**config.mk**
```make
export PLATFORM = sky130hd
export DESIGN_NAME = nearest_neighbor_downscale_rows_flat
export DESIGN_NICKNAME = d
export VERILOG_FILES = /design/src/rtl/nndr_pkg.sv /design/src/rtl/nndr_if.sv /design/src/rtl/nndr_ratio.sv /design/src/rtl/nearest_neighbor_downscale_rows.sv /design/src/flat_wrapper.sv
export SDC_FILE = /design/constraint.sdc
export NUM_CORES = 1
export LEC_CHECK = 0
export ABC_AREA = 0
export BUFFER_PORTS_ARGS = -buffer_cell sky130_fd_sc_hd__clkbuf_2
export CAP_MARGIN = 20
export CORE_MARGIN = 2
export CORE_UTILIZATION = 30
export CTS_CLUSTER_DIAMETER = 50
export DETAILED_ROUTE_END_ITERATION = 16
export SLEW_MARGIN = 25
export SYNTH_ARGS = -nofsm -noshare
export SYNTH_HDL_FRONTEND = slang
export SYNTH_SLANG_ARGS = --single-unit
```
**constraint.sdc**
```tcl
create_clock -name clk -period 7.4 [get_ports clk]
set_input_delay 0 -clock clk [delete_from_list [all_inputs] [get_ports clk]]
set_output_delay 0 -clock clk [all_outputs]
set_load 0.02 [all_outputs]
```
**src/rtl/nndr_pkg.sv**
```systemverilog
package nndr_pkg;

	localparam int DIM_W = 13;
	localparam int POS_W = 12;
	localparam int PIX_W = 8;
	localparam int DVD_W = 21;
	localparam int CNT_W = 5;
	localparam int ROW_STEP_W = 4;
	localparam int ROW_REM_W = 9;
	localparam int APB_AW = 3;
	localparam int APB_DW = 32;

	localparam logic [DIM_W-1:0] TARGET_ROWS = 13'd480;
	localparam logic [DIM_W-1:0] MAX_DIM = 13'd4096;
	localparam logic [DIM_W-1:0] RESET_WIDTH = 13'd640;
	localparam logic [DIM_W-1:0] RESET_HEIGHT = 13'd480;

	// h/480 is (h/32)/15, and x/15 is (x*137)>>11 for x up to 128
	localparam int ROW_SHIFT = 5;
	localparam int ROW_RECIP_SH = 11;
	localparam int ROW_PROD_W = ROW_RECIP_SH + ROW_STEP_W;
	localparam logic [ROW_PROD_W-1:0] ROW_RECIP = 15'd137;

	localparam logic REG_SRC_WIDTH = 1'b0;
	localparam logic REG_SRC_HEIGHT = 1'b1;

	typedef enum logic [3:0] {
		CALC_IDLE  = 4'b0001,
		CALC_LOAD  = 4'b0010,
		CALC_SCALE = 4'b0100,
		CALC_COL   = 4'b1000
	} nndr_calc_t;

	typedef struct packed {
		logic                  busy;
		logic [DIM_W-1:0]      scaled_width;
		logic [DIM_W-1:0]      col_step;
		logic [DIM_W-1:0]      col_rem;
		logic [ROW_STEP_W-1:0] row_step;
		logic [ROW_REM_W-1:0]  row_rem;
	} nndr_ratio_t;

	function automatic logic [DIM_W-1:0] eff_dim(input logic [DIM_W-1:0] v);
		logic [DIM_W-1:0] r;
		r = v;
		if (v == '0) begin
			r = DIM_W'(1);
		end else if (v > MAX_DIM) begin
			r = MAX_DIM;
		end
		return r;
	endfunction

endpackage

```
**src/rtl/nndr_if.sv**
```systemverilog
interface nndr_in_if;
	import nndr_pkg::*;
	logic             valid;
	logic             ready;
	logic [PIX_W-1:0] in_blue;
	logic [PIX_W-1:0] in_green;
	logic [PIX_W-1:0] in_red;
	logic [PIX_W-1:0] in_alpha;

	modport source (output valid, in_blue, in_green, in_red, in_alpha, input ready);
	modport sink (input valid, in_blue, in_green, in_red, in_alpha, output ready);
endinterface

interface nndr_out_if;
	import nndr_pkg::*;
	logic             valid;
	logic             ready;
	logic [PIX_W-1:0] out_blue;
	logic [PIX_W-1:0] out_green;
	logic [PIX_W-1:0] out_red;
	logic [PIX_W-1:0] out_alpha;
	logic             row_end;
	logic             frame_end;
	logic [DIM_W-1:0] out_width;
	logic [DIM_W-1:0] out_height;

	modport source (output valid, out_blue, out_green, out_red, out_alpha, row_end,
		frame_end, out_width, out_height, input ready);
	modport sink (input valid, out_blue, out_green, out_red, out_alpha, row_end,
		frame_end, out_width, out_height, output ready);
endinterface

```
**src/rtl/nndr_ratio.sv**
```systemverilog
module nndr_ratio
	import nndr_pkg::*;
(
	input  logic             clk,
	input  logic             arst_n,
	input  logic             start,
	input  logic [DIM_W-1:0] eff_w,
	input  logic [DIM_W-1:0] eff_h,
	output nndr_ratio_t      ratio
);

	nndr_calc_t          state_q;
	logic [DVD_W-1:0]    dvd_q;
	logic [DIM_W-1:0]    dsr_q;
	logic [DIM_W-1:0]    rem_q;
	logic [CNT_W-1:0]    cnt_q;
	logic [DIM_W-1:0]    sw_q;
	logic [DIM_W-1:0]    col_step_q;
	logic [DIM_W-1:0]    col_rem_q;
	logic [ROW_STEP_W-1:0] row_step_q;
	logic [ROW_REM_W-1:0]  row_rem_q;

	logic [DIM_W:0]      rem_shift;
	logic                qbit;
	logic [DIM_W-1:0]    rem_next;
	logic [DVD_W-1:0]    quo_next;
	logic                last_step;
	logic [DIM_W-1:0]    sw_next;
	logic [DVD_W-1:0]    area;
	logic [ROW_STEP_W-1:0] row_q;

	// one quotient bit per cycle, restoring
	assign rem_shift = {rem_q, dvd_q[DVD_W-1]};
	assign qbit = rem_shift >= {1'b0, dsr_q};
	assign rem_next = qbit ? DIM_W'(rem_shift - {1'b0, dsr_q}) : rem_shift[DIM_W-1:0];
	assign quo_next = {dvd_q[DVD_W-2:0], qbit};
	assign last_step = cnt_q == CNT_W'(DVD_W - 1);
	assign sw_next = (eff_h <= TARGET_ROWS) ? eff_w : quo_next[DIM_W-1:0];
	assign area = DVD_W'(eff_w * TARGET_ROWS);

	// row step by reciprocal multiply
	assign row_q = ROW_STEP_W'((ROW_PROD_W'(eff_h[DIM_W-1:ROW_SHIFT]) * ROW_RECIP) >>
		ROW_RECIP_SH);

	always_ff @(posedge clk or negedge arst_n) begin
		if (!arst_n) begin
			state_q <= CALC_LOAD;
			cnt_q <= '0;
		end else if (start) begin
			state_q <= CALC_LOAD;
			cnt_q <= '0;
		end else begin
			unique case (state_q)
				CALC_IDLE: begin
					state_q <= CALC_IDLE;
				end
				CALC_LOAD: begin
					state_q <= CALC_SCALE;
					cnt_q <= '0;
				end
				CALC_SCALE, CALC_COL: begin
					cnt_q <= last_step ? '0 : cnt_q + CNT_W'(1);
					if (last_step) begin
						state_q <= (state_q == CALC_SCALE) ? CALC_COL : CALC_IDLE;
					end
				end
				default: begin
					state_q <= CALC_LOAD;
				end
			endcase
		end
	end

	always_ff @(posedge clk) begin
		if (state_q == CALC_LOAD) begin
			dvd_q <= area;
			dsr_q <= eff_h;
			rem_q <= '0;
			row_step_q <= row_q;
			row_rem_q <= ROW_REM_W'(eff_h - (DIM_W'(row_q) * TARGET_ROWS));
		end else if (state_q != CALC_IDLE) begin
			if (last_step) begin
				rem_q <= '0;
				if (state_q == CALC_SCALE) begin
					sw_q <= sw_next;
					dvd_q <= DVD_W'(eff_w);
					dsr_q <= sw_next;
				end else begin
					col_step_q <= quo_next[DIM_W-1:0];
					col_rem_q <= rem_next;
				end
			end else begin
				dvd_q <= quo_next;
				rem_q <= rem_next;
			end
		end
	end

	assign ratio.busy = state_q != CALC_IDLE;
	assign ratio.scaled_width = sw_q;
	assign ratio.col_step = col_step_q;
	assign ratio.col_rem = col_rem_q;
	assign ratio.row_step = row_step_q;
	assign ratio.row_rem = row_rem_q;

endmodule

```
**src/rtl/nearest_neighbor_downscale_rows.sv**
```systemverilog
// Nearest-neighbor row/column decimator for a raster BGRA pixel stream.
// pix_in (sink) takes one source pixel per request, left to right, top to
// bottom; pix_out (source) gives the picked pixels with row_end, frame_end
// and the output frame size. Source frames up to 480 rows pass through
// unchanged; taller ones are scaled to 480 rows and a width of
// floor(width*480/height), which may be zero (nothing is emitted then).
// The APB port holds source_width at 0x0 and source_height at 0x4.
// An accepted pixel's result is on pix_out in the next cycle.
// Throughput is one pixel per cycle while the divider is idle and the
// receiver keeps up: per-pixel work is counter updates and compares, and
// the output register takes a new result while the old one is being
// handed over. After reset, and after every register write, a shared
// bit-serial divider works out the width ratio and column step while the
// row step comes from a reciprocal multiply; pix_in.ready stays low until
// the divider is done and all position counters restart at a frame start.
// When the receiver stalls, the result waits in the output register and
// pix_in.ready drops until it is taken.
module nearest_neighbor_downscale_rows
	import nndr_pkg::*;
(
	input  logic              clk,
	input  logic              arst_n,
	nndr_in_if.sink           pix_in,
	nndr_out_if.source        pix_out,
	input  logic              psel,
	input  logic              penable,
	input  logic              pwrite,
	input  logic [APB_AW-1:0] paddr,
	input  logic [APB_DW-1:0] pwdata,
	output logic [APB_DW-1:0] prdata,
	output logic              pready
);

	logic [DIM_W-1:0] src_width_q;
	logic [DIM_W-1:0] src_height_q;
	logic [DIM_W-1:0] eff_w;
	logic [DIM_W-1:0] eff_h;
	logic             cfg_wr;
	nndr_ratio_t      ratio;

	logic [POS_W-1:0] src_col_q;
	logic [POS_W-1:0] src_row_q;
	logic [DIM_W-1:0] next_row_pick_q;
	logic [DIM_W-1:0] row_frac_q;
	logic [DIM_W-1:0] dest_row_q;
	logic [DIM_W-1:0] next_col_pick_q;
	logic [DIM_W-1:0] col_frac_q;
	logic [DIM_W-1:0] dest_col_q;

	logic             out_valid_q;
	logic [PIX_W-1:0] blue_q;
	logic [PIX_W-1:0] green_q;
	logic [PIX_W-1:0] red_q;
	logic [PIX_W-1:0] alpha_q;
	logic             row_end_q;
	logic             frame_end_q;
	logic [DIM_W-1:0] out_width_q;
	logic [DIM_W-1:0] out_height_q;

	logic             in_acc;
	logic             passthrough;
	logic             last_col;
	logic             last_row;
	logic             row_hit;
	logic             pick;
	logic             emit;
	logic             ds_row_end;
	logic [DIM_W:0]   col_sum;
	logic             col_carry;
	logic [DIM_W:0]   row_sum;
	logic             row_carry;

	// configuration
	assign pready = 1'b1;
	assign cfg_wr = psel && penable && pwrite && pready;
	assign prdata = (paddr[2] == REG_SRC_HEIGHT) ? APB_DW'(src_height_q) : APB_DW'(src_width_q);

	always_ff @(posedge clk or negedge arst_n) begin
		if (!arst_n) begin
			src_width_q <= RESET_WIDTH;
			src_height_q <= RESET_HEIGHT;
		end else if (cfg_wr) begin
			if (paddr[2] == REG_SRC_WIDTH) begin
				src_width_q <= pwdata[DIM_W-1:0];
			end else begin
				src_height_q <= pwdata[DIM_W-1:0];
			end
		end
	end

	assign eff_w = eff_dim(src_width_q);
	assign eff_h = eff_dim(src_height_q);

	nndr_ratio u_ratio (
		.clk    (clk),
		.arst_n (arst_n),
		.start  (cfg_wr),
		.eff_w  (eff_w),
		.eff_h  (eff_h),
		.ratio  (ratio)
	);

	// pick logic
	assign pix_in.ready = !ratio.busy && (!out_valid_q || pix_out.ready);
	assign in_acc = pix_in.valid && pix_in.ready;

	assign passthrough = eff_h <= TARGET_ROWS;
	assign last_col = ({1'b0, src_col_q} + DIM_W'(1)) >= eff_w;
	assign last_row = ({1'b0, src_row_q} + DIM_W'(1)) >= eff_h;
	assign row_hit = (dest_row_q < TARGET_ROWS) && ({1'b0, src_row_q} == next_row_pick_q);
	assign pick = (ratio.scaled_width != '0) && row_hit &&
		(dest_col_q < ratio.scaled_width) && ({1'b0, src_col_q} == next_col_pick_q);
	assign emit = passthrough || pick;
	assign ds_row_end = (dest_col_q + DIM_W'(1)) == ratio.scaled_width;

	assign col_sum = {1'b0, col_frac_q} + {1'b0, ratio.col_rem};
	assign col_carry = col_sum >= {1'b0, ratio.scaled_width};
	assign row_sum = {1'b0, row_frac_q} + (DIM_W+1)'(ratio.row_rem);
	assign row_carry = row_sum >= {1'b0, TARGET_ROWS};

	always_ff @(posedge clk or negedge arst_n) begin
		if (!arst_n) begin
			src_col_q <= '0;
			src_row_q <= '0;
			next_row_pick_q <= '0;
			row_frac_q <= '0;
			dest_row_q <= '0;
			next_col_pick_q <= '0;
			col_frac_q <= '0;
			dest_col_q <= '0;
		end else if (cfg_wr) begin
			src_col_q <= '0;
			src_row_q <= '0;
			next_row_pick_q <= '0;
			row_frac_q <= '0;
			dest_row_q <= '0;
			next_col_pick_q <= '0;
			col_frac_q <= '0;
			dest_col_q <= '0;
		end else if (in_acc) begin
			if (!passthrough && pick) begin
				dest_col_q <= dest_col_q + DIM_W'(1);
				next_col_pick_q <= next_col_pick_q + ratio.col_step + DIM_W'(col_carry);
				col_frac_q <= col_carry ? DIM_W'(col_sum - {1'b0, ratio.scaled_width}) :
					col_sum[DIM_W-1:0];
			end
			if (!passthrough && last_col && row_hit) begin
				dest_row_q <= dest_row_q + DIM_W'(1);
				next_row_pick_q <= next_row_pick_q + DIM_W'(ratio.row_step) + DIM_W'(row_carry);
				row_frac_q <= row_carry ? DIM_W'(row_sum - {1'b0, TARGET_ROWS}) :
					row_sum[DIM_W-1:0];
			end
			if (last_col) begin
				src_col_q <= '0;
				next_col_pick_q <= '0;
				col_frac_q <= '0;
				dest_col_q <= '0;
				if (last_row) begin
					src_row_q <= '0;
					next_row_pick_q <= '0;
					row_frac_q <= '0;
					dest_row_q <= '0;
				end else begin
					src_row_q <= src_row_q + POS_W'(1);
				end
			end else begin
				src_col_q <= src_col_q + POS_W'(1);
			end
		end
	end

	// output register
	always_ff @(posedge clk or negedge arst_n) begin
		if (!arst_n) begin
			out_valid_q <= 1'b0;
		end else if (in_acc) begin
			out_valid_q <= emit;
		end else if (pix_out.ready) begin
			out_valid_q <= 1'b0;
		end
	end

	always_ff @(posedge clk) begin
		if (in_acc) begin
			blue_q <= pix_in.in_blue;
			green_q <= pix_in.in_green;
			red_q <= pix_in.in_red;
			alpha_q <= pix_in.in_alpha;
			if (passthrough) begin
				row_end_q <= last_col;
				frame_end_q <= last_col && last_row;
				out_width_q <= eff_w;
				out_height_q <= eff_h;
			end else begin
				row_end_q <= ds_row_end;
				frame_end_q <= ds_row_end && ((dest_row_q + DIM_W'(1)) == TARGET_ROWS);
				out_width_q <= ratio.scaled_width;
				out_height_q <= TARGET_ROWS;
			end
		end
	end

	assign pix_out.valid = out_valid_q;
	assign pix_out.out_blue = blue_q;
	assign pix_out.out_green = green_q;
	assign pix_out.out_red = red_q;
	assign pix_out.out_alpha = alpha_q;
	assign pix_out.row_end = row_end_q;
	assign pix_out.frame_end = frame_end_q;
	assign pix_out.out_width = out_width_q;
	assign pix_out.out_height = out_height_q;

`ifndef ASSERT_OFF
	a_write_blocks_input: assert property (@(posedge clk) disable iff (!arst_n)
		cfg_wr |=> !pix_in.ready)
		else $error("pixel request accepted right after a register write");

	a_frame_end_row_end: assert property (@(posedge clk) disable iff (!arst_n)
		(pix_out.valid && pix_out.frame_end) |-> pix_out.row_end)
		else $error("frame end without row end");

	a_dest_col_bound: assert property (@(posedge clk) disable iff (!arst_n)
		(!passthrough && !ratio.busy) |-> (dest_col_q <= ratio.scaled_width))
		else $error("output column past scaled width");
`endif

endmodule
```
**src/flat_wrapper.sv**
```systemverilog
// flat-port wrapper written by rule: the top's interface ports become plain ports
module nearest_neighbor_downscale_rows_flat import nndr_pkg::*;
  (clk, arst_n, psel, penable, pwrite, paddr, pwdata, prdata, pready, pix_in_valid, pix_in_in_blue, pix_in_in_green, pix_in_in_red, pix_in_in_alpha, pix_in_ready, pix_out_valid, pix_out_out_blue, pix_out_out_green, pix_out_out_red, pix_out_out_alpha, pix_out_row_end, pix_out_frame_end, pix_out_out_width, pix_out_out_height, pix_out_ready);
  nndr_in_if pix_in_i ();
  nndr_out_if pix_out_i ();
  input  logic clk;
  input  logic arst_n;
  input  logic psel;
  input  logic penable;
  input  logic pwrite;
  input  logic [APB_AW-1:0] paddr;
  input  logic [APB_DW-1:0] pwdata;
  output logic [APB_DW-1:0] prdata;
  output logic pready;
  input wire logic [$bits(pix_in_i.valid)-1:0] pix_in_valid;
  input wire logic [$bits(pix_in_i.in_blue)-1:0] pix_in_in_blue;
  input wire logic [$bits(pix_in_i.in_green)-1:0] pix_in_in_green;
  input wire logic [$bits(pix_in_i.in_red)-1:0] pix_in_in_red;
  input wire logic [$bits(pix_in_i.in_alpha)-1:0] pix_in_in_alpha;
  output wire logic [$bits(pix_in_i.ready)-1:0] pix_in_ready;
  output wire logic [$bits(pix_out_i.valid)-1:0] pix_out_valid;
  output wire logic [$bits(pix_out_i.out_blue)-1:0] pix_out_out_blue;
  output wire logic [$bits(pix_out_i.out_green)-1:0] pix_out_out_green;
  output wire logic [$bits(pix_out_i.out_red)-1:0] pix_out_out_red;
  output wire logic [$bits(pix_out_i.out_alpha)-1:0] pix_out_out_alpha;
  output wire logic [$bits(pix_out_i.row_end)-1:0] pix_out_row_end;
  output wire logic [$bits(pix_out_i.frame_end)-1:0] pix_out_frame_end;
  output wire logic [$bits(pix_out_i.out_width)-1:0] pix_out_out_width;
  output wire logic [$bits(pix_out_i.out_height)-1:0] pix_out_out_height;
  input wire logic [$bits(pix_out_i.ready)-1:0] pix_out_ready;
  assign pix_in_i.valid = pix_in_valid;
  assign pix_in_i.in_blue = pix_in_in_blue;
  assign pix_in_i.in_green = pix_in_in_green;
  assign pix_in_i.in_red = pix_in_in_red;
  assign pix_in_i.in_alpha = pix_in_in_alpha;
  assign pix_in_ready = pix_in_i.ready;
  assign pix_out_valid = pix_out_i.valid;
  assign pix_out_out_blue = pix_out_i.out_blue;
  assign pix_out_out_green = pix_out_i.out_green;
  assign pix_out_out_red = pix_out_i.out_red;
  assign pix_out_out_alpha = pix_out_i.out_alpha;
  assign pix_out_row_end = pix_out_i.row_end;
  assign pix_out_frame_end = pix_out_i.frame_end;
  assign pix_out_out_width = pix_out_i.out_width;
  assign pix_out_out_height = pix_out_i.out_height;
  assign pix_out_i.ready = pix_out_ready;
  nearest_neighbor_downscale_rows u_core (.clk(clk), .arst_n(arst_n), .pix_in(pix_in_i), .pix_out(pix_out_i), .psel(psel), .penable(penable), .pwrite(pwrite), .paddr(paddr), .pwdata(pwdata), .prdata(prdata), .pready(pready));
endmodule
```
# Word-level counts from Yosys, hierarchy flattened

Index checks and enable logic that the tools add are counted.

Register bits after elaboration: 297
Logic and storage cells: 179

Add/subtract/negate cells: 17
Multipliers: 3
$lt $le $gt $ge: 10
Equality and inequality tests: 13
Muxes and demuxes: 64
Bitwise logic cells: 3
Reductions and logical operators: 39

Operator list:

| kind                                                             | count |
|---|---|
| two-way mux 13 bit                                               | 42 |
| two-way mux 12 bit                                               | 7 |
| two-way mux 21 bit                                               | 4 |
| >= comparator 14 x 13 -> 1 bit                                   | 2 |
| adder 12 x 1 -> 13 bit (second input constant)                   | 2 |
| adder 13 x 1 -> 13 bit                                           | 2 |
| adder 13 x 1 -> 13 bit (second input constant)                   | 2 |
| equality test 12 x 13 -> 1 bit                                   | 2 |
| >= comparator 13 bit                                             | 2 |
| greater-than comparator 13 bit (second input constant)           | 2 |
| logical NOT 13 bit                                               | 2 |
| subtractor 13 bit                                                | 2 |
| adder 12 x 1 -> 12 bit (second input constant)                   | 2 |
| multiplier 13 x 4 -> 16 bit (second input constant)              | 1 |
| multiplier 8 x 8 -> 15 bit (second input constant)               | 1 |
| adder 13 x 13 -> 14 bit                                          | 1 |
| adder 13 x 9 -> 14 bit                                           | 1 |
| >= comparator 14 x 9 -> 1 bit (second input constant)            | 1 |
| adder 13 bit                                                     | 1 |
| adder 13 x 4 -> 13 bit                                           | 1 |
| equality test 13 bit                                             | 1 |
| equality test 13 x 9 -> 1 bit (second input constant)            | 1 |
| less-or-equal comparator 13 x 9 -> 1 bit (second input constant) | 1 |
| logical AND 1 bit                                                | 13 |
| other kinds (30)                                                 | 53 |

# Logic depth before layout (Yosys ltp)

Word-level depth: 12
Gate-level depth with buffers: 26

# By module

Synthesis repeated with hierarchy kept, for this count alone.

Cells, all modules: 1931
Area, all modules: 19333.5 µm²

Modules (own cells, without submodules):

| module                          | times used | cells each | area each (µm²) | seq. area each (µm²) |
|---|---|---|---|---|
| nearest_neighbor_downscale_rows | 1          | 1270       | 12386.9         | 5037.3 |
| nndr_ratio                      | 1          | 661        | 6946.7          | 3019.1 |

# Worst setup path after synthesis

Ideal clock, no wire load.

Path type: flip-flop to flip-flop
From: register u_core.col_frac_q[0]
To: register u_core.next_col_pick_q[12]
Library setup time: 132 ps
Arrival time: 5686 ps
Data required time: 7268 ps
Path slack: 1583 ps
Cell stages (with the launch flop): 27
Buffers on the path: 1
Period minus slack after synthesis: 5817 ps
Cells stage by stage: dfrtp_1 ha_1 fa_1 a21o_1 a21oi_1 o211ai_1 a31o_2 a21oi_1 xnor2_1 ha_1 inv_1 o21bai_1 a21oi_1 o21a_1 a221oi_1 a211oi_1 buf_2 fa_1 fa_1 nor2b_1 o21ai_0 a21boi_0 o41ai_1 o21ai_0 o41ai_1 xor2_1 o2bb2ai_1

Word-level cells in the longest chain between the ends: 7

Ends and longest elaborated chain:

| what                           | RTL line                               | text |
|---|---|---|
| from (decl)                    | nearest_neighbor_downscale_rows.sv:47  | `logic [DIM_W-1:0] col_frac_q;` |
| from (signal assigned)         | nearest_neighbor_downscale_rows.sv:144 | `col_frac_q <= col_carry ? DIM_W'(col_sum - {1'b0, ratio.scaled_width}) :` |
| adder 13 x 13 -> 14 bit        | nearest_neighbor_downscale_rows.sv:116 | `assign col_sum = {1'b0, col_frac_q} + {1'b0, ratio.col_rem};` |
| >= comparator 14 x 13 -> 1 bit | nearest_neighbor_downscale_rows.sv:117 | `assign col_carry = col_sum >= {1'b0, ratio.scaled_width};` |
| adder 13 x 1 -> 13 bit         | nearest_neighbor_downscale_rows.sv:143 | `next_col_pick_q <= next_col_pick_q + ratio.col_step + DIM_W'(col_carry);` |
| two-way mux 13 bit             | nearest_neighbor_downscale_rows.sv:141 | `if (!passthrough && pick) begin` |
| two-way mux 13 bit             | nearest_neighbor_downscale_rows.sv:153 | `if (last_col) begin` |
| two-way mux 13 bit             | nearest_neighbor_downscale_rows.sv:140 | `end else if (in_acc) begin` |
| two-way mux 13 bit             | nearest_neighbor_downscale_rows.sv:131 | `end else if (cfg_wr) begin` |
| to (signal assigned)           | nearest_neighbor_downscale_rows.sv:143 |  |
| to (decl)                      | nearest_neighbor_downscale_rows.sv:46  | `logic [DIM_W-1:0] next_col_pick_q;` |

No other way between the ends. The select of a mux whose other input is x is not followed.
A chain may end at the register's enable or synchronous reset.

# Worst setup path after layout

Same ends and word-level chain as after synthesis.

==> flow_summary.toml <==
[sta]
rsz0062_at_grt = "no"
setup_viol = 0
skew_ps = 36.9
slew_headroom_pct = 37.4
max_slew.worst_pin.slew_ps = 935
fmax_ghz = 0.156
finalHoldViolCount = 0
setup_ws_ps = 979
period_share_pct = 86.8
slew_viol_final = 0
tns_ps = 0
min_period_ps = 6420

[worst_setup_path]
rr_worst_depth = 26
cp_max_fo = 14
worst_setup_path_start_kind = "flip-flop"
required_ps = 7820
end_kind = "flip-flop"
r2r_setup_slack_ps = 980
arrival_ps = 6840
startpoint = "u_core.col_frac_q[0]"
crit_type = "reg -> reg"
reg2reg_from = "u_core.col_frac_q[0]"
rr_endpoint = "u_core.next_col_pick_q[12]"

[logic_synthesis]
ys.flop_type = "edfxtp_1"
netlist_instances = 1885
netlist_area_um2 = 19000
synth_edf_count = 141
syn_area_per_cell_um2 = 10.1
synthArstFlopShare_pct = 46.5
ys_seq_elements = 297
synth.distinct_cells = 78
yosys_warnings = 0
seq_area_frac_synth_pct = 42.3

[clocking]
ctsResizeCount = 0
clk-insertion-delay-late_ps = 600
htree_levels = 2
cts_root_buffer = "clkbuf_16"
clk_path_buf_depth = 3
cts_setup_buffers = 0
cts_tree = "done"
path_clk_slew_ps = 60
cts_buffers = 47
cts_hold_buf = 51
clkSinkCount = 297

[floorplan]
ios = 169
core_um2 = 62900
start_util_pct = 30.3
die_h_um = 256
die_w_um = 256
die-area_um2 = 65500
num_rows = 92

[cells_and_area]
ff_latch_area_um2 = 8060
synthToLayoutAreaGrowth_pct = 18.8
multi_input_area_um2 = 10300
layoutNonFillerInstCount = 2950
fin_area_um2 = 22600
antennaDiodeCount = 0
drive_gt1_share_pct = 14.5
nNetsFinal = 2327
fillCellCount = 6320

[pwr]
ir_drop_mv = 0.249
clock_power_share_pct = 27.6
power.net_switching_mw = 3.01
combPwrFrac_pct = 42.3
total_power_mw = 7.76
power.density_nw_per_um2 = 343
p_seq_share_pct = 30.1
leakage_nw = 10.1
p_int_mw = 4.75
swShare_pct = 38.8

[routing]
drt-initial-drc-count = 1073
via_per_inst = 5.11
drc = 0
totalWireLength_mm = 50.9
ant_nets = 0
dr.pass1.iters = 5
wl_per_cell_um = 17.2
vias = 15100

[grt]
grt_antenna_before_repair = 0
grt_max_degree = 88
track_usage_pct = 15.4
grt_overflow = 0
grt_pass1_wl_mm = 81.0
grt_pass1_vias = 14800

[place]
placed_cells = 2811
post-place-ws_ps = 1270
dp_hpwl_mm = 36.7
place_area_um2 = 20500
portBuffers = 127
gp_congestion = 0.873

[worst_hold_path]
holdPathStages = 3
worstHoldPathType = "in -> reg"
min_from = "pwrite"
min_to = "u_core.u_ratio.cnt_q[1]"

[flow_run]
drv_cap = 0

[status]
status = "finished, final reports clean"
-- critical path, stage by stage, from the launching register on --
cell       delay (ps)
dfrtp_1           380
ha_1              250
fa_1              420
a21o_1            180
a21oi_1           280
o211ai_1          190
a31o_2            270
a21oi_1           170
xnor2_1           200
ha_1              330
inv_1             130
o21bai_1           90
a21oi_1           230
o21a_1            160
a221oi_1           80
a211oi_2          210
buf_4             300
fa_1              260
fa_1              190
nor2b_1            60
o21ai_0           190
a21boi_0          180
o41ai_1           510
o21ai_0           270
o41ai_1           390
xor2_1            210
o2bb2ai_1          80
-- flip-flops by register name, summed over array words and instances (netlist names), 12 cells and up --
| register | count |
|---|---|
| u_core.col_frac_q | 13 |
| u_core.dest_col_q | 13 |
| u_core.dest_row_q | 13 |
| u_core.next_col_pick_q | 13 |
| u_core.next_row_pick_q | 13 |
| u_core.pix_out.out_height | 13 |
| u_core.pix_out.out_width | 13 |
| u_core.row_frac_q | 13 |
| u_core.src_col_q | 12 |
| u_core.src_height_q | 13 |
| u_core.src_row_q | 12 |
| u_core.src_width_q | 13 |
| u_core.u_ratio.col_rem_q | 13 |
| u_core.u_ratio.col_step_q | 13 |
| u_core.u_ratio.dsr_q | 13 |
| u_core.u_ratio.dvd_q | 21 |
| u_core.u_ratio.rem_q | 13 |
| u_core.u_ratio.sw_q | 13 |
-- placed cells by master (no fill, tap or decap), types with 31 or more instances in the layout --
cell type,n
o21ai_0,163
nand2_1,157
ha_1,157
edfxtp_1,141
dfrtp_1,131
clkbuf_2,126
nor2_1,117
inv_1,99
a21oi_1,89
xor2_1,70
xnor2_1,67
mux2_2,52
dlygate4sd3_1,51
clkbuf_16,50
nand3_1,47
and3_1,34
a31oi_1,31
fa_1,31
-- layer usage --
metal | vias up | global-route usage, % | share of wire, %
li1 | 7225 | - | -
met1 | 7296 | 20.7 | 45
met2 | 463 | 24.4 | 45
met3 | 96 | 2.76 | 5.9
met4 | 0 | 6.24 | 3.6
met5 | - | 0 | 0
-- Yosys cell counts, types with 22 or more instances --
library cell  count  area share, %
a21o_1           28            1.1
a21oi_1          89            2.3
a22o_1           23            1.1
a31oi_1          31            1.0
and3_1           35            1.2
clkbuf_1         52            1.0
dfrtp_1         131             17
edfxtp_1        141             22
fa_1             31            3.3
ha_1            157             10
inv_1            99            2.0
mux2_2           52            3.1
nand2_1         157            3.1
nand2b_1         25           0.82
nand3_1          47            1.2
nand4_1          25           0.82
nor2_1          118            2.3
nor3_1           29           0.76
nor4_1           22           0.72
o21ai_0         163            4.3
xnor2_1          67            3.1
xor2_1           70            3.2
-- per-stage QoR --
stage	hold WS [ps]	util, %
after floorplan	-296	-
after global placement	134	32.7
after detailed placement	141	32.7
after CTS	8.24	36.0
after global routing	66.7	36.0
final	40.9	36.0
-- kinds of logic after synthesis --
logic type                 after synthesis  synth area share, %
other                                    2               0.0395
buffers and inverters                  186                 4.23
DFF                                    297                 42.3
muxes                                   73                 4.18
xor gates and xnor gates               138                 6.42
and+or+nand+nor                        530                 13.6
AOI/OAI and AO/OA                      471                 15.7
adders and majority gates              188                 13.6
-- worst max path at each step --
stage                                      end  slack [ps]  depth (start not counted)
floorplan           u_core.next_col_pick_q[12]        1580                         26
global placement    u_core.next_col_pick_q[12]        1360                         26
detailed placement  u_core.next_col_pick_q[12]        1270                         26
CTS                 u_core.next_col_pick_q[12]        1120                         26
global route        u_core.next_col_pick_q[12]         430                         26
finish              u_core.next_col_pick_q[12]         980                         26
-- power by group through the flow --
stage	sequential, mW	combinational (mW)	clock, mW
finish	2.33	3.28	2.14
global route	2.37	3.70	2.28
CTS	2.33	3.29	2.20
detailed placement	2.36	3.24	0
global placement	2.35	3.15	0
floorplan	2.26	2.54	0
-- final cells by class --
type,count,share of cell area (%)
tap,846,4.68
clock buffer,56,5.63
timing repair buffer,194,5.63
multi-input combinational,1424,45.5
inverter,101,1.68
clock inverter,32,1.21
sequential,297,35.6
Note: power is estimated with default switching activity, not from simulation.
